[src/rtl/bwng_pkg.sv]
// bwng_pkg: types and constants for the butterworth notch gain unit
// no dependencies
`default_nettype none
package bwng_pkg;

  localparam int MAG_W  = 32;
  localparam int COL_W  = 12;
  localparam int DIM_W  = 13;
  localparam int OFF_W  = 12;
  localparam int CR_W   = 16;
  localparam int ORD_W  = 4;
  localparam int N_W    = 5;
  localparam int GAIN_W = 17;
  localparam int MANT_W = 32;
  localparam int EXP_W  = 12;
  localparam int DEN_W  = 33;
  localparam int DIFF_LIMIT = 40;
  localparam logic [GAIN_W-1:0] GAIN_ONE  = 17'h10000;
  localparam logic [GAIN_W-1:0] GAIN_ZERO = 17'h00000;

  localparam int CFG_IDX_W  = 3;
  localparam int CFG_DATA_W = 16;
  localparam logic [CFG_IDX_W-1:0] REG_IMAGE_WIDTH  = 3'd0;
  localparam logic [CFG_IDX_W-1:0] REG_IMAGE_HEIGHT = 3'd1;
  localparam logic [CFG_IDX_W-1:0] REG_NOTCH_COL    = 3'd2;
  localparam logic [CFG_IDX_W-1:0] REG_NOTCH_ROW    = 3'd3;
  localparam logic [CFG_IDX_W-1:0] REG_CUTOFF       = 3'd4;
  localparam logic [CFG_IDX_W-1:0] REG_ORDER        = 3'd5;

  typedef struct packed {
    logic [DIM_W-1:0]        image_width;
    logic [DIM_W-1:0]        image_height;
    logic signed [OFF_W-1:0] notch_col_offset;
    logic signed [OFF_W-1:0] notch_row_offset;
    logic [CR_W-1:0]         cutoff_radius;
    logic [ORD_W-1:0]        filter_order;
  } cfg_t;

  // travels alongside the gain computation
  typedef struct packed {
    logic [MAG_W-1:0]  mag;
    logic              bypass;
    logic              force_en;
    logic [GAIN_W-1:0] force_gain;
  } side_t;

  typedef struct packed {
    logic [MANT_W-1:0]       ma;
    logic [MANT_W-1:0]       mb;
    logic [MANT_W-1:0]       pa;
    logic [MANT_W-1:0]       pb;
    logic signed [EXP_W-1:0] ea;
    logic signed [EXP_W-1:0] eb;
    logic signed [EXP_W-1:0] xa;
    logic signed [EXP_W-1:0] xb;
    logic [N_W-1:0]          n;
  } pwr_t;

endpackage
`default_nettype wire

[src/rtl/bwng_front.sv]
// bwng_front: offsets, squared distance and mantissa normalisation, four stages
// depends on bwng_pkg
`default_nettype none
module bwng_front #(
  parameter int MAX_DIM   = 4096,
  parameter int MAX_ORDER = 8
) (
  input  wire logic                        clk,
  input  wire logic                        rst_n,
  input  wire logic                        en,
  input  wire logic                        in_valid,
  input  wire logic [bwng_pkg::MAG_W-1:0]  in_mag,
  input  wire logic [bwng_pkg::COL_W-1:0]  in_col,
  input  wire logic [bwng_pkg::COL_W-1:0]  in_row,
  input  wire bwng_pkg::cfg_t              cfg,
  output logic                             out_valid,
  output bwng_pkg::side_t                  out_side,
  output bwng_pkg::pwr_t                   out_pwr
);

  typedef struct packed {
    logic [bwng_pkg::MANT_W-1:0]       m;
    logic signed [bwng_pkg::EXP_W-1:0] e;
  } norm_t;

  function automatic norm_t normalise(input logic [35:0] v);
    norm_t r;
    int k;
    logic [63:0] wide;
    k = 0;
    for (int i = 0; i < 36; i++) begin
      if (v[i]) k = i;
    end
    if (k > 31) begin
      wide = 64'(v) >> (k - 31);
    end else begin
      wide = 64'(v) << (31 - k);
    end
    r.m = wide[31:0];
    r.e = bwng_pkg::EXP_W'(k - 31);
    return r;
  endfunction

  // stage 0: offsets
  logic                               v0_r;
  bwng_pkg::side_t                    sd0_r;
  logic signed [14:0]                 dx0_r, dy0_r;
  logic [bwng_pkg::N_W-1:0]           n0_r;
  logic                               crz0_r;
  logic [bwng_pkg::CR_W-1:0]          cr0_r;

  logic [bwng_pkg::DIM_W-1:0] w_c, h_c;
  logic [11:0]                hw, hh;
  logic                       bypass_nxt;
  logic [bwng_pkg::N_W-1:0]   n_nxt;

  always_comb begin
    w_c = (32'(cfg.image_width) > 32'(MAX_DIM)) ? bwng_pkg::DIM_W'(MAX_DIM)
                                                : cfg.image_width;
    h_c = (32'(cfg.image_height) > 32'(MAX_DIM)) ? bwng_pkg::DIM_W'(MAX_DIM)
                                                 : cfg.image_height;
    hw = w_c[12:1];
    hh = h_c[12:1];
    bypass_nxt = ({1'b0, in_col} >= {hw, 1'b0}) || ({1'b0, in_row} >= {hh, 1'b0});
    if (cfg.filter_order == '0) begin
      n_nxt = bwng_pkg::N_W'(1);
    end else if (32'(cfg.filter_order) > 32'(MAX_ORDER)) begin
      n_nxt = bwng_pkg::N_W'(MAX_ORDER);
    end else begin
      n_nxt = bwng_pkg::N_W'(cfg.filter_order);
    end
  end

  always_ff @(posedge clk) begin
    if (!rst_n) begin
      v0_r <= 1'b0;
    end else if (en) begin
      v0_r <= in_valid;
    end
    if (en) begin
      sd0_r.mag        <= in_mag;
      sd0_r.bypass     <= bypass_nxt;
      sd0_r.force_en   <= 1'b0;
      sd0_r.force_gain <= bwng_pkg::GAIN_ZERO;
      dx0_r  <= $signed({3'b000, in_col}) - $signed({3'b000, hw})
                - 15'(cfg.notch_col_offset);
      dy0_r  <= $signed({3'b000, in_row}) - $signed({3'b000, hh})
                - 15'(cfg.notch_row_offset);
      n0_r   <= n_nxt;
      crz0_r <= (cfg.cutoff_radius == '0);
      cr0_r  <= cfg.cutoff_radius;
    end
  end

  // stage 1: squares
  logic                      v1_r;
  bwng_pkg::side_t           sd1_r;
  logic [26:0]               sx1_r, sy1_r;
  logic [31:0]               b1_r;
  logic [bwng_pkg::N_W-1:0]  n1_r;
  logic                      crz1_r;
  logic signed [29:0]        sqx, sqy;

  always_comb begin
    sqx = dx0_r * dx0_r;
    sqy = dy0_r * dy0_r;
  end

  always_ff @(posedge clk) begin
    if (!rst_n) begin
      v1_r <= 1'b0;
    end else if (en) begin
      v1_r <= v0_r;
    end
    if (en) begin
      sd1_r  <= sd0_r;
      sx1_r  <= sqx[26:0];
      sy1_r  <= sqy[26:0];
      b1_r   <= 32'(cr0_r) * 32'(cr0_r);
      n1_r   <= n0_r;
      crz1_r <= crz0_r;
    end
  end

  // stage 2: distance and special gains
  logic                      v2_r;
  bwng_pkg::side_t           sd2_r;
  logic [35:0]               a2_r;
  logic [31:0]               b2_r;
  logic [bwng_pkg::N_W-1:0]  n2_r;
  logic [27:0]               d2;

  assign d2 = {1'b0, sx1_r} + {1'b0, sy1_r};

  always_ff @(posedge clk) begin
    if (!rst_n) begin
      v2_r <= 1'b0;
    end else if (en) begin
      v2_r <= v1_r;
    end
    if (en) begin
      sd2_r.mag    <= sd1_r.mag;
      sd2_r.bypass <= sd1_r.bypass;
      if (d2 == '0) begin
        sd2_r.force_en   <= 1'b1;
        sd2_r.force_gain <= bwng_pkg::GAIN_ZERO;
      end else if (crz1_r) begin
        sd2_r.force_en   <= 1'b1;
        sd2_r.force_gain <= bwng_pkg::GAIN_ONE;
      end else begin
        sd2_r.force_en   <= 1'b0;
        sd2_r.force_gain <= bwng_pkg::GAIN_ZERO;
      end
      a2_r <= {d2, 8'h00};
      b2_r <= b1_r;
      n2_r <= n1_r;
    end
  end

  // stage 3: normalise
  logic            v3_r;
  bwng_pkg::side_t sd3_r;
  bwng_pkg::pwr_t  pw3_r;
  norm_t           na, nb;

  always_comb begin
    na = normalise(a2_r);
    nb = normalise({4'h0, b2_r});
  end

  always_ff @(posedge clk) begin
    if (!rst_n) begin
      v3_r <= 1'b0;
    end else if (en) begin
      v3_r <= v2_r;
    end
    if (en) begin
      sd3_r    <= sd2_r;
      pw3_r.ma <= na.m;
      pw3_r.pa <= na.m;
      pw3_r.ea <= na.e;
      pw3_r.xa <= na.e;
      pw3_r.mb <= nb.m;
      pw3_r.pb <= nb.m;
      pw3_r.eb <= nb.e;
      pw3_r.xb <= nb.e;
      pw3_r.n  <= n2_r;
    end
  end

  assign out_valid = v3_r;
  assign out_side  = sd3_r;
  assign out_pwr   = pw3_r;

endmodule
`default_nettype wire

[config.mk]
export PLATFORM = sky130hd
export DESIGN_NAME = bwng_front
export DESIGN_NICKNAME = d
export VERILOG_FILES = /design/src/rtl/bwng_pkg.sv /design/src/rtl/bwng_front.sv
export SDC_FILE = /design/constraint.sdc
export NUM_CORES = 2
export LEC_CHECK = 0
export ABC_AREA = 1
export ABC_CLOCK_PERIOD_IN_PS = 12300
export BUFFER_PORTS_ARGS = -buffer_cell sky130_fd_sc_hd__buf_2
export CAP_MARGIN = 40
export CORE_ASPECT_RATIO = 1.75
export CORE_MARGIN = 2
export CORE_UTILIZATION = 35
export DETAILED_ROUTE_END_ITERATION = 12
export SYNTH_ARGS = -nofsm -noshare
export SYNTH_HDL_FRONTEND = slang
export SYNTH_SLANG_ARGS = --single-unit
[constraint.sdc]
create_clock -name clk -period 12.3 [get_ports clk]
set_input_delay 2.46 -clock clk [delete_from_list [all_inputs] [get_ports clk]]
set_output_delay 2.46 -clock clk [all_outputs]
set_load 0.05 [all_outputs]
Word-level counts from Yosys, hierarchy flattened
Cells that the tools add are included.

storage, ports and cells
  output and inout bits = 233
  logic and storage cells = 128
  input bits = 130
  flip-flop bits (word level) = 472

cells by class
  mux-type cells = 65
  $lt $le $gt $ge = 7
  add/sub/neg operators = 9
  multipliers = 3
  shift operators = 4
  reductions and logical operators = 5

operators with widths
  cell                                                                              number
  32-bit two-way mux                                                                59
  32-bit by 6-bit greater-than comparator with 1-bit output, second input constant  2
  32-bit by 6-bit subtractor with 32-bit output, second input constant              2
  6-bit by 32-bit subtractor with 32-bit output, first input constant               2
  14-bit by 14-bit multiplier with 27-bit output                                    2
  36-bit by 32-bit << shifter with 32-bit output                                    1
  36-bit by 32-bit right shift with 32-bit output                                   1
  16-bit by 16-bit multiplier with 32-bit output                                    1
  32-bit by 32-bit << shifter with 32-bit output                                    1
  32-bit by 32-bit right shift with 32-bit output                                   1
  27-bit by 27-bit adder with 28-bit output                                         1
  28-bit zero test                                                                  1
  13-bit by 12-bit subtractor with 14-bit output                                    2
  12-bit by 13-bit >= comparator with 1-bit output                                  2
  13-bit greater-than comparator, second input constant                             2
  13-bit two-way mux                                                                2
  12-bit by 12-bit subtractor with 13-bit output                                    2
  18-bit two-way mux                                                                1
  16-bit zero test                                                                  1
  4-bit two-way mux                                                                 2
  4-bit greater-than comparator, second input constant                              1
  4-bit zero test                                                                   1
  2-bit OR reduction                                                                1
  1-bit logical OR                                                                  1
  1-bit two-way mux                                                                 1

Logic depth before layout (Yosys ltp)
  depth after elaboration = 34
  gate-level depth with buffers = 43

Worst setup path after synthesis
No wires, ideal clock.

  kind = register to register
  start = register dy0_r[4]
  end = register sy1_r[26], data pin
  arrival = 6075 ps
  data required time = 12038 ps
  library setup time = 262 ps
  path slack = 5964 ps
  cell stages (with the launch flop) = 28
  path buffers = 1
  cell sequence = edfxtp_1 > clkbuf_1 > nand2_1 > inv_1 > fa_1 > inv_1 > fa_1 > inv_1 > fa_1 > inv_1 > fa_1 > fa_1 > inv_1 > fa_1 > ha_1 > nand2_1 > o31ai_1 > a21oi_1 > o21ai_1 > a21oi_1 > o21bai_1 > a21boi_1 > o21ai_1 > a21boi_1 > o21ai_1 > a21boi_1 > o21ai_1 > xor2_1

between the ends
  word-level cells in the longest chain between the ends = 1

ends and longest elaborated chain
  element                                         line               RTL
  from (decl)                                     bwng_front.sv:47   logic signed [14:0] dx0_r, dy0_r;
  from (signal assigned)                          bwng_front.sv:87   dy0_r <= $signed({3'b000, in_row}) - $signed({3'b000, hh})
  14-bit by 14-bit multiplier with 27-bit output  bwng_front.sv:106  sqy = dy0_r * dy0_r;
  via sqy[26]                                     bwng_front.sv:102  logic signed [29:0] sqx, sqy;
  to (signal assigned)                            bwng_front.sv:118  sy1_r <= sqy[26:0];
  to (decl)                                       bwng_front.sv:98   logic [26:0] sx1_r, sy1_r;

The timed path passes the listed nets, and every way through them passes these cells.
A chain may end at the register's enable or synchronous reset.

Worst setup path after layout
Ends and elaborated chain as after synthesis.

==> out/qor.txt <==
Syn-to-layout area delta: 10.1%
Routed WL: 103 mm
M1 GR Usage: 15.9%
Clock Pin Slew Worst Setup and Hold Paths: 0.07 ns
met2 Use GR: 34.0%
final worst-path cycle share: 56.4%
Reg area: 0.0128 mm²
GRT Total Usage: 16.9%
Top delay family on crit path: adder cells
status: finished, final reports clean
RSZ-0062 raised after global routing: no
first-pass GRT wire length: 162 mm
die width: 267 µm
Buffers & Inverters on Critical Path: 5
Layout Skew: 0.0303 ns
FILL cells: 12000
die area: 0.124 mm²
1st-iter DRT viols: 1732
Slew HR: 37.2%
GPL Wtd Cong: 0.989
TNS Setup: 0 ns
drt pass-1 iters: 7
Final Setup Violations: 0
register bit count reported by yosys: 427
GR peak layer: met2
Fin. Hold Viols: 0
WL/cell: 16.0 µm
NumNets Final: 5733
multi-input logic area: 0.0244 mm²
Finished Core Util: 38.9%
Hold WC Path Type: reg -> reg
Detailed Place HPWL: 83.7 mm
Synth Cell Area: 0.0424 mm²
fraction of layout cells with a size suffix above 1: 10.6%
CP Launch Type: flip-flop
Final Max Tran Viols: 0
min Tclk post-route: 6.94 ns
Worst EP required: 12.66 ns
Main synth FF type: edfxtp_1
vias in the first global route: 31800
IO buf count: 345
critical path's slowest cell: edfxtp_1
Via density: 4.71
CP endpoint kind: flip-flop
Crit path largest cell delay: 0.62 ns
clk_lat worst skew: 0.63 ns
via count: 30200
CTS root buffer: clkbuf_16
largest net degree at the start of global routing: 156
PostCTS Resize Cnt: 0
Distinct cells, synth: 60
slew at the pin closest to its max-slew limit: 0.941 ns
hold_ws: 0.410 ns
post-synthesis cell count: 4567
initial antenna violation count: 5
setup bufs post-CTS: 0
most used cell, CP: fa_1
H-Tree Depth: 2
grt ovf: 0
Worst R2R Setup Slack: 5.36 ns
die height: 464 µm
Yosys Warn Count: 0
max-cap viol count: 0
CORE AREA: 0.120 mm²
clk sinks: 427
Peak Freq: 0.144 GHz
Initial Util: 35.3%
total CTS buffers: 46
post-synthesis sequential area ratio: 30.2%
row count: 168
Hold Buf Count CTS: 0
clk buf depth: 3
CP Class: reg -> reg
M3 GR Usage: 1.89%
Post-synth EDFFs: 423
antenna-violating nets left: 0
crit path DAT: 7.29 ns
Mapped Avg Cell Area: 9.28 µm²
# IOs: 363
DRC Markers: 0
CTS tree: built
critical path peak fanout: 15
share of async-settable or async-resettable flops after synthesis: 0%
layout by cell type, fill, tap and decap left out, drive strengths merged, types with 2 or more instances in the layout:
master	instances
a211oi	8
a21boi	11
a21o	4
a21oi	164
a31oi	8
and2	7
and3	2
buf	374
bufinv	4
clkbuf	50
clkinv	22
conb	17
dfxtp	4
diode	2
edfxtp	423
fa	510
ha	327
inv	1039
nand2	890
nand3	320
nand4	24
nor2	172
nor3	19
nor4	18
o211ai	29
o21ai	118
o21bai	24
o311ai	2
o31ai	6
or2	23
xnor2	55
xor2	120
cell usage after synthesis, types with 8 or more instances:
cell type     n  area [µm²]
o21ai_1      41         205
buf_1         9        33.8
nor4_1       18         113
nand4_1      24         150
xor2_1      120        1050
nor2_1      162         608
buf_2         9        45.0
ha_1        327        4090
o21bai_1     22         165
fa_1        510       10200
nand2_1     881        3310
o211ai_1     28         210
clkbuf_1     99         372
buf_6        11         124
or2_2        15        93.8
edfxtp_1    423       12700
a31oi_1       8        50.1
buf_4       111         833
xnor2_1      55         482
inv_1      1021        3830
a211oi_1      8        60.1
nor3_1       19        95.1
o21ai_0      72         360
nand3_1     318        1590
a21oi_1     160         801
per-stage QoR:
step / cell area, µm² / cells / setup WS (ns)
4_1_cts: 46700 / 6417 / 5.31
5_1_grt: 46700 / 6419 / 4.86
2_1_floorplan: 42500 / 4583 / 5.96
3_5_place_dp: 45100 / 6333 / 5.34
6_report: 46700 / 6419 / 5.36
3_3_place_gp: 45000 / 6327 / 5.46
worst register-to-register path, delay by kind of cell (launching register included):
| kind | cells | cell delay [ns] |
|---|---|---|
| AOI/OAI and AO/OA | 11 | 1.85 |
| xor gates and xnor gates | 1 | 0.15 |
| adders and majority gates | 7 | 3.32 |
| buffers and inverters | 5 | 0.27 |
| DFF | 1 | 0.62 |
| and+or+nand+nor | 4 | 0.48 |
registers in the layout, summed over array words and instances, names as in the netlist, 4 cells and up:
register	flops
sd2_r	35
sd0_r	33
n1_r	4
n2_r	4
out_pwr	87
b1_r	31
cr0_r	16
sd1_r	33
a2_r	28
b2_r	31
n0_r	4
out_side	35
sx1_r	26
dx0_r	14
sy1_r	26
dy0_r	14
final cells by class:
cell class / count / share of cell area, %
flip-flops and latches: 427 / 27.4
diodes: 2 / 0.0107
repair buffers: 374 / 4.43
clock inverters: 34 / 0.756
inverters: 1032 / 8.31
multi-input cells: 2885 / 52.3
clock buffers: 50 / 2.50
well taps: 1615 / 4.33
logic make-up after synthesis:
kind of cell | after synthesis | share of synthesized area (%)
XOR/XNOR | 175 | 3.62
flip-flops | 427 | 30.2
multiplexers | 1 | 0.0266
other | 1 | 0.00885
AND/OR/NAND/NOR | 1477 | 14.8
adder cells (fa/ha/maj) | 837 | 33.7
AO/OA/AOI/OAI | 378 | 5.18
buffers and inverters | 1271 | 12.5
worst paths after layout:
path	endpoint	start	depth (start not counted)
max	sy1_r[26]	dy0_r[4]	28
min	b2_r[26]	b1_r[26]	0
max reg2reg	sy1_r[26]	dy0_r[4]	28
min reg2reg	b2_r[26]	b1_r[26]	0
per-layer routing:
metal | share of wire, % | routed length, µm
met1 | 33 | 33500
met2 | 57 | 58300
met3 | 3.8 | 3890
met4 | 6.7 | 6860
met5 | 0 | 0
Power is not shown: default switching activity piles up to over one toggle a cycle in this logic, so the estimate is an artifact.
