--- src/rtl/bwng_pkg.sv ---
// bwng_pkg: types and constants for the butterworth notch gain unit
// no dependencies
`default_nettype none
package bwng_pkg;

  localparam int MAG_W  = 32;
  localparam int COL_W  = 12;
  localparam int DIM_W  = 13;
  localparam int OFF_W  = 12;
  localparam int CR_W   = 16;
  localparam int ORD_W  = 4;
  localparam int N_W    = 5;
  localparam int GAIN_W = 17;
  localparam int MANT_W = 32;
  localparam int EXP_W  = 12;
  localparam int DEN_W  = 33;
  localparam int DIFF_LIMIT = 40;
  localparam logic [GAIN_W-1:0] GAIN_ONE  = 17'h10000;
  localparam logic [GAIN_W-1:0] GAIN_ZERO = 17'h00000;

  localparam int CFG_IDX_W  = 3;
  localparam int CFG_DATA_W = 16;
  localparam logic [CFG_IDX_W-1:0] REG_IMAGE_WIDTH  = 3'd0;
  localparam logic [CFG_IDX_W-1:0] REG_IMAGE_HEIGHT = 3'd1;
  localparam logic [CFG_IDX_W-1:0] REG_NOTCH_COL    = 3'd2;
  localparam logic [CFG_IDX_W-1:0] REG_NOTCH_ROW    = 3'd3;
  localparam logic [CFG_IDX_W-1:0] REG_CUTOFF       = 3'd4;
  localparam logic [CFG_IDX_W-1:0] REG_ORDER        = 3'd5;

  typedef struct packed {
    logic [DIM_W-1:0]        image_width;
    logic [DIM_W-1:0]        image_height;
    logic signed [OFF_W-1:0] notch_col_offset;
    logic signed [OFF_W-1:0] notch_row_offset;
    logic [CR_W-1:0]         cutoff_radius;
    logic [ORD_W-1:0]        filter_order;
  } cfg_t;

  // travels alongside the gain computation
  typedef struct packed {
    logic [MAG_W-1:0]  mag;
    logic              bypass;
    logic              force_en;
    logic [GAIN_W-1:0] force_gain;
  } side_t;

  typedef struct packed {
    logic [MANT_W-1:0]       ma;
    logic [MANT_W-1:0]       mb;
    logic [MANT_W-1:0]       pa;
    logic [MANT_W-1:0]       pb;
    logic signed [EXP_W-1:0] ea;
    logic signed [EXP_W-1:0] eb;
    logic signed [EXP_W-1:0] xa;
    logic signed [EXP_W-1:0] xb;
    logic [N_W-1:0]          n;
  } pwr_t;

endpackage
`default_nettype wire

--- src/rtl/bwng_divider.sv ---
// bwng_divider: exponent alignment and a restoring divider, one quotient bit a stage
// depends on bwng_pkg
`default_nettype none
module bwng_divider (
  input  wire logic                         clk,
  input  wire logic                         rst_n,
  input  wire logic                         en,
  input  wire logic                         in_valid,
  input  wire bwng_pkg::side_t              in_side,
  input  wire bwng_pkg::pwr_t               in_pwr,
  output logic                              out_valid,
  output bwng_pkg::side_t                   out_side,
  output logic [bwng_pkg::GAIN_W-1:0]       out_quot
);

  localparam int QB = bwng_pkg::GAIN_W;

  typedef struct packed {
    logic [bwng_pkg::DEN_W-1:0] rem;
    logic [bwng_pkg::DEN_W-1:0] den;
    logic [QB-1:0]              low;
    logic [QB-1:0]              quot;
  } div_t;

  // alignment stage
  logic signed [bwng_pkg::EXP_W:0] diff;
  logic [bwng_pkg::MANT_W-1:0]     na, nb;
  logic [bwng_pkg::DEN_W-1:0]      den;
  logic [48:0]                     dividend;
  bwng_pkg::side_t                 sd_nxt;

  always_comb begin
    diff = (bwng_pkg::EXP_W+1)'(in_pwr.xa) - (bwng_pkg::EXP_W+1)'(in_pwr.xb);
    na = in_pwr.pa;
    nb = in_pwr.pb;
    if (diff > 0) begin
      nb = in_pwr.pb >> diff[5:0];
    end else if (diff < 0) begin
      na = in_pwr.pa >> 6'(-diff);
    end
    den = {1'b0, na} + {1'b0, nb};
    dividend = {1'b0, na, 16'h0000} + 49'(den >> 1);
    sd_nxt = in_side;
    if (!in_side.force_en) begin
      if (diff >= bwng_pkg::DIFF_LIMIT) begin
        sd_nxt.force_en   = 1'b1;
        sd_nxt.force_gain = bwng_pkg::GAIN_ONE;
      end else if (diff <= -bwng_pkg::DIFF_LIMIT) begin
        sd_nxt.force_en   = 1'b1;
        sd_nxt.force_gain = bwng_pkg::GAIN_ZERO;
      end
    end
  end

  logic            v  [QB+1];
  bwng_pkg::side_t sd [QB+1];
  div_t            dv [QB+1];

  logic            v0_r;
  bwng_pkg::side_t sd0_r;
  div_t            dv0_r;

  always_ff @(posedge clk) begin
    if (!rst_n) begin
      v0_r <= 1'b0;
    end else if (en) begin
      v0_r <= in_valid;
    end
    if (en) begin
      sd0_r      <= sd_nxt;
      dv0_r.rem  <= {1'b0, dividend[48:QB]};
      dv0_r.den  <= den;
      dv0_r.low  <= dividend[QB-1:0];
      dv0_r.quot <= '0;
    end
  end

  assign v[0]  = v0_r;
  assign sd[0] = sd0_r;
  assign dv[0] = dv0_r;

  for (genvar i = 1; i <= QB; i++) begin : g_step
    logic                         v_r;
    bwng_pkg::side_t              sd_r;
    div_t                         dv_r;
    logic [bwng_pkg::DEN_W:0]     t;
    div_t                         nx;
    always_comb begin
      t = {dv[i-1].rem, dv[i-1].low[QB-1]};
      nx = dv[i-1];
      nx.low = {dv[i-1].low[QB-2:0], 1'b0};
      if (t >= {1'b0, dv[i-1].den}) begin
        nx.rem  = bwng_pkg::DEN_W'(t - {1'b0, dv[i-1].den});
        nx.quot = {dv[i-1].quot[QB-2:0], 1'b1};
      end else begin
        nx.rem  = t[bwng_pkg::DEN_W-1:0];
        nx.quot = {dv[i-1].quot[QB-2:0], 1'b0};
      end
    end
    always_ff @(posedge clk) begin
      if (!rst_n) begin
        v_r <= 1'b0;
      end else if (en) begin
        v_r <= v[i-1];
      end
      if (en) begin
        sd_r <= sd[i-1];
        dv_r <= nx;
      end
    end
    assign v[i]  = v_r;
    assign sd[i] = sd_r;
    assign dv[i] = dv_r;
  end

  assign out_valid = v[QB];
  assign out_side  = sd[QB];
  assign out_quot  = dv[QB].quot;

endmodule
`default_nettype wire

--- config.mk ---
export PLATFORM = sky130hd
export DESIGN_NAME = bwng_divider
export DESIGN_NICKNAME = d
export VERILOG_FILES = /design/src/rtl/bwng_pkg.sv /design/src/rtl/bwng_divider.sv
export SDC_FILE = /design/constraint.sdc
export NUM_CORES = 2
export LEC_CHECK = 0
export BUFFER_PORTS_ARGS = -buffer_cell sky130_fd_sc_hd__buf_2
export CORE_UTILIZATION = 63
export DETAILED_ROUTE_END_ITERATION = 10
export PLACE_DENSITY = 0.8
export SLEW_MARGIN = 15
export SYNTH_ARGS = -nofsm -noshare
export SYNTH_HDL_FRONTEND = slang
export SYNTH_SLANG_ARGS = --single-unit
--- constraint.sdc ---
create_clock -name clk -period 11.2 [get_ports clk]
set_input_delay 0.56 -clock clk [delete_from_list [all_inputs] [get_ports clk]]
set_output_delay 0.56 -clock clk [all_outputs]
set_load 0.01 [all_outputs]
# ---- After elaboration in Yosys (flattened, before gate mapping)
# Index checks and enable logic that the tools add are counted.
dict set report totals {
  ff_bits 2363
  latch_bits 0
  ramBits 0
  rom_bits 0
  in_bits 236
  out_inout_bits 69
  wordCells 241
  n_memories 0
}
dict set report op_classes {
  n_addsub 20
  n_mul 0
  div_mod_pow 0
  order_cmp 21
  eq_ne 0
  shift 2
  mux 39
  bitwise 0
  n_reduce_logical 1
}
# operator count
set op_table {}
lappend op_table {{34-bit by 33-bit >= comparator with 1-bit output} 16}
lappend op_table {{33-bit 2-to-1 mux} 16}
lappend op_table {{33-bit subtractor} 16}
lappend op_table {{32-bit 2-to-1 mux} 3}
lappend op_table {{32-bit by 6-bit >> shifter with 32-bit output} 2}
lappend op_table {{48-bit by 32-bit adder with 49-bit output} 1}
lappend op_table {{17-bit 2-to-1 mux} 2}
lappend op_table {{32-bit by 32-bit adder with 33-bit output} 1}
lappend op_table {{33-bit >= comparator} 1}
lappend op_table {{18-bit 2-to-1 mux} 1}
lappend op_table {{1-bit 2-to-1 mux} 17}
lappend op_table {{13-bit by 7-bit >= comparator with 1-bit output, second input constant} 1}
lappend op_table {{13-bit by 1-bit greater-than comparator with 1-bit output, second input constant} 1}
lappend op_table {{13-bit by 7-bit <= comparator with 1-bit output, second input constant} 1}
lappend op_table {{13-bit by 1-bit < comparator with 1-bit output, second input constant} 1}
lappend op_table {{12-bit by 12-bit subtractor with 13-bit output} 1}
lappend op_table {{6-bit negation} 1}
lappend op_table {{2-bit OR reduction} 1}

# ---- Longest topological paths before layout
dict set report depth {
  depth_word 7
  ltp_mapped 40
}

# ---- Worst setup path before layout
# OpenSTA, ideal clock, no wires.
dict set report synth_timing {
  path_type {in2reg}
  startpoint {input port in_pwr[17] (netlist bit)}
  endpoint {register dv0_r, in the netlist dv[1789], data pin}
  setup_ns 0.261
  arrival_time_ns 8.230
  required_time_ns 10.939
  setup_slack_ns 2.710
  stages 38
  n_path_buf 5
  cell_sequence {inv_1 -> ha_1 -> fa_1 -> nand2b_1 -> a21oi_1 -> o2111a_1 -> o211ai_1 -> nand2_1 -> clkbuf_1 -> buf_1 -> clkbuf_1 -> buf_1 -> nand2_1 -> o21ai_0 -> ha_1 -> a21o_1 -> a21o_1 -> a21oi_1 -> (+2 left out) -> a21oi_1 -> nor2_1 -> a211oi_1 -> a21oi_1 -> or2_1 -> a211o_1 -> a21o_1 -> a21oi_1 -> o21ai_0 -> a21oi_1 -> o21a_1 -> xnor2_1 -> ha_1 -> nand2_1 -> o21ai_0 -> clkbuf_1 -> nor2_2 -> o311a_1}
}
dict set report synth_between {
  elab_chain_len 7
  elab_cells_between_ends 11
  classes_between {4 x add/sub; 2 x order compare; 2 x shift; 3 x mux}
}
# element line
set synth_lines {}
lappend synth_lines {{start: declaration} bwng_divider.sv:10} ;# input wire bwng_pkg::pwr_t in_pwr,
lappend synth_lines {{12-bit by 12-bit subtractor with 13-bit output (*)} bwng_divider.sv:33} ;# diff = (bwng_pkg::EXP_W+1)'(in_pwr.xa) - (bwng_pkg::EXP_W+1)'(in_pwr.xb);
lappend synth_lines {{6-bit negation} bwng_divider.sv:39} ;# na = in_pwr.pa >> 6'(-diff);
lappend synth_lines {{32-bit by 6-bit >> shifter with 32-bit output} bwng_divider.sv:39}
lappend synth_lines {{32-bit 2-to-1 mux} bwng_divider.sv:38} ;# end else if (diff < 0) begin
lappend synth_lines {{32-bit 2-to-1 mux} bwng_divider.sv:36} ;# if (diff > 0) begin
lappend synth_lines {{32-bit by 32-bit adder with 33-bit output (*)} bwng_divider.sv:41} ;# den = {1'b0, na} + {1'b0, nb};
lappend synth_lines {{net den (one bit)} bwng_divider.sv:28} ;# logic [bwng_pkg::DEN_W-1:0] den;
lappend synth_lines {{48-bit by 32-bit adder with 49-bit output (*)} bwng_divider.sv:42} ;# dividend = {1'b0, na, 16'h0000} + 49'(den >> 1);
lappend synth_lines {{net dividend[39]} bwng_divider.sv:29} ;# logic [48:0] dividend;
lappend synth_lines {{end: declaration} bwng_divider.sv:61} ;# div_t dv0_r;
# The timed path passes the listed nets; every way through them passes the cells marked *.
# A chain may end at the register's enable or synchronous reset.

# ---- Worst setup path after layout
dict set report layout_timing {
  startpoint {input port in_pwr[17] (netlist bit)}
  endpoint {register dv0_r, in the netlist dv[1792], data pin}
}
# Same word-level chain as after synthesis.

==> flow_summary.json <==
{
  "clock-sinks": 2211,
  "synth_top_area_cell": "edfxtp_1",
  "worst_skew_pair.late_latency_ns": 0.84,
  "clock_tree.buffer_depth": 3,
  "drtIter0Drc": 7111,
  "criticalPathCategory": "input pin to register",
  "fp.dieH_um": 414,
  "required_ns": 11.76,
  "hp-class": "input pin to register",
  "placed_cells": 10837,
  "numCtsBuffers": 213,
  "crit_top_cell": "a21oi_1",
  "vias": 68528,
  "slowest_delay_ns": 0.73,
  "num_io_pins": 305,
  "grt_pass1_vias": 66932,
  "placement_rows": 150,
  "yosysMostFrequentCell": "edfxtp_1",
  "vias_per_cell": 6.08,
  "relSlewSlack_pct": 23.6,
  "p_int_uw": 20800,
  "syn_nets": 9476,
  "cts_root_buf": "clkbuf_16",
  "drc": 0,
  "power_density_nw_per_um2": 279,
  "ys_seq_area_share_pct": 62.0,
  "whs_path_depth": 2,
  "clkTransAtPathRegs_ns": 0.06,
  "cts_resized": 0,
  "status": "finished, final reports clean",
  "grt_pass1_wl_mm": 384,
  "cp.arrival_ns": 9.57,
  "irDropWorstVdd_mv": 0.259,
  "grt_max_degree": 210,
  "hpwl_mm": 176,
  "worst_slack_ns": 2.19,
  "drv_cap": 0,
  "syn_inst": 8611,
  "rsz0062_at_grt": "no",
  "netlist_area_um2": 107000,
  "drt_pass1_iterations": 8,
  "fin_crit_ns": 9.01,
  "dieArea_um2": 171000,
  "p_sw_share_pct": 36.7,
  "grt_util_all_layers_pct": 29.4,
  "ys.flop_type": "edfxtp_1",
  "reg2reg_to": "dv[1295]",
  "fin_cells": 11280,
  "p_comb_share_pct": 39.3,
  "slew_viol_final": 0,
  "hold_end": "sd[879]",
  "syn_area_per_cell_um2": 12.4,
  "drive_gt1_share_pct": 9.16,
  "async_flop_share_pct": 0,
  "yosys-top-cells-area": "edfxtp_1, ha_1, inv_1",
  "nNetsFinal": 9763,
  "place_congestion": 0.940,
  "grt_overflow_total": 0,
  "synth_top_area_share_pct": 61.7,
  "yosys_warnings": 0,
  "routed_wirelength_mm": 253,
  "critPathLaunchType": "input pin",
  "cp-end-kind": "register",
  "ys_ff_latch": 2211,
  "cts_tree": "built",
  "finalSetupViolations": 0,
  "p_leak_uw": 0.0467,
  "tightest_slew_ns": 1.14,
  "slowest_stage": "or4_1",
  "switchingPower_uw": 12000,
  "reg2reg_slack_ns": 4.20,
  "hold_path.startpoint": "in_side[12]",
  "synth_commonest_cells": "edfxtp_1, inv_1, nand2_1",
  "wl_per_cell_um": 22.5,
  "h-tree-depth": 4,
  "core_area_um2": 168000,
  "preCtsSetupSlack_ns": 1.38,
  "antenna_found_initial": 16,
  "synth.distinct_cells": 107,
  "synth-edff-count": 2193,
  "finalCritPeriodShare_pct": 80.5,
  "dieWidth_um": 414,
  "clock_power_share_pct": 22.5,
  "r2r_cells": 24,
  "finalHoldViolCount": 0,
  "crit_path_max_fanout": 46,
  "fin_setup_tns_ns": 0,
  "start_util_pct": 63.6,
  "fillers": 11248,
  "r2r_start": "dv[1347]",
  "fin_worst_skew_ns": 0.0634,
  "portBuffers": 211,
  "pwr-share-seq_pct": 38.3,
  "area_delta_synth_final_pct": 10.4,
  "ant_nets": 0,
  "max_freq_ghz": 0.111
}
worst max-delay path, delay by kind of cell:
| family | cells | cell delay (ns) |
|---|---|---|
| buffers and inverters | 4 | 0.81 |
| adder cells (fa/ha/maj) | 4 | 1.27 |
| AO/OA/AOI/OAI | 18 | 4.21 |
| AND/OR/NAND/NOR | 11 | 2.58 |
| XOR/XNOR | 1 | 0.10 |
through the flow:
| stage | hold slack (ns) | cell area, um^2 | power [uW] | utilization (%) |
|---|---|---|---|---|
| final | 0.0699 | 118000 | 32800 | 70.2 |
| after global placement | 0.400 | 110000 | 24700 | 65.6 |
| after CTS | 0.00557 | 118000 | 32700 | 70.2 |
| after floorplan | 0.400 | 107000 | 21500 | - |
| after detailed placement | 0.405 | 110000 | 25100 | 65.6 |
| after global routing | 0.0265 | 118000 | 34700 | 70.2 |
metal layers:
metal  GRT usage (%)  wire length, um  up-vias
met1            39.3           106000    33264
li1                -                -    32096
met2            49.4           124000     2579
met4            10.1             8670       20
met5               0              132        -
met3            4.12            14700      569
sequential cells by signal, summed over array words and instances, names as in the netlist:
| name | count |
|---|---|
| dv | 1258 |
| out_valid | 1 |
| sd | 51 |
| v0_r | 1 |
| out_quot | 17 |
| g_step.v_r | 16 |
| g_step.sd_r | 816 |
| out_side | 51 |
logic make-up after synthesis:
| logic type | Yosys count | synth area share (%) |
|---|---|---|
| buffers and inverters | 1169 | 4.38 |
| adders and majority gates | 633 | 7.53 |
| AOI/OAI and AO/OA | 1918 | 11.2 |
| DFF | 2211 | 62.0 |
| muxes | 191 | 2.29 |
| and+or+nand+nor | 2108 | 9.34 |
| xor gates and xnor gates | 381 | 3.18 |
power by group through the flow:
| stage | logic [uW] | clock network, uW | registers, uW |
|---|---|---|---|
| 3_5_place_dp | 12400 | 0 | 12700 |
| 4_1_cts | 12700 | 7500 | 12600 |
| 6_report | 12900 | 7380 | 12600 |
| 3_3_place_gp | 12100 | 0 | 12600 |
| 5_1_grt | 14200 | 7800 | 12700 |
| 2_1_floorplan | 9310 | 0 | 12200 |
worst max path at each step:
stage | startpoint | to | slack, ns | cells after the start
finish | in_pwr[17] | dv[1792] | 2.19 | 38
global route | in_pwr[17] | dv[1792] | 1.51 | 38
CTS | in_pwr[17] | dv[1792] | 2.27 | 36
detailed placement | in_pwr[17] | dv[1792] | 1.38 | 36
global placement | in_pwr[17] | dv[1794] | 1.42 | 37
floorplan | in_pwr[17] | dv[1789] | 2.71 | 38
final cells by class:
class                      instances  area, um^2  area share (%)
sequential                      2211       66200            56.2
multi-input combinational       5231       36100            30.6
clock buffer                     236        5420            4.60
inverter                         916        3440            2.92
tap                             2204        2760            2.34
timing repair buffer             325        2160            1.84
clock inverter                   152        1760            1.50
antenna                            5        12.5          0.0106
cells in the final DEF, fill, tap and decap left out, types with 63 or more instances in the layout:
master and count:
a21boi_0 98, mux2i_1 80, nor2_1 537, and3_1 63, a21o_1 124, nand2_1 685
nand2b_1 100, o31ai_1 134, inv_1 912, nand4_1 111, edfxtp_1 2193, nor2b_1 91
buf_2 210, clkbuf_16 213, o21ai_0 501, ha_1 610, a21oi_1 590, nand3_1 130
xnor2_1 232, mux2_2 76, xor2_1 139, nor3_1 134
repair_timing:
action	CTS	global route
hold buffers	50	0
hold endpoints to repair	50	0
buffers inserted	0	0
(Power assumes the default switching activity.)
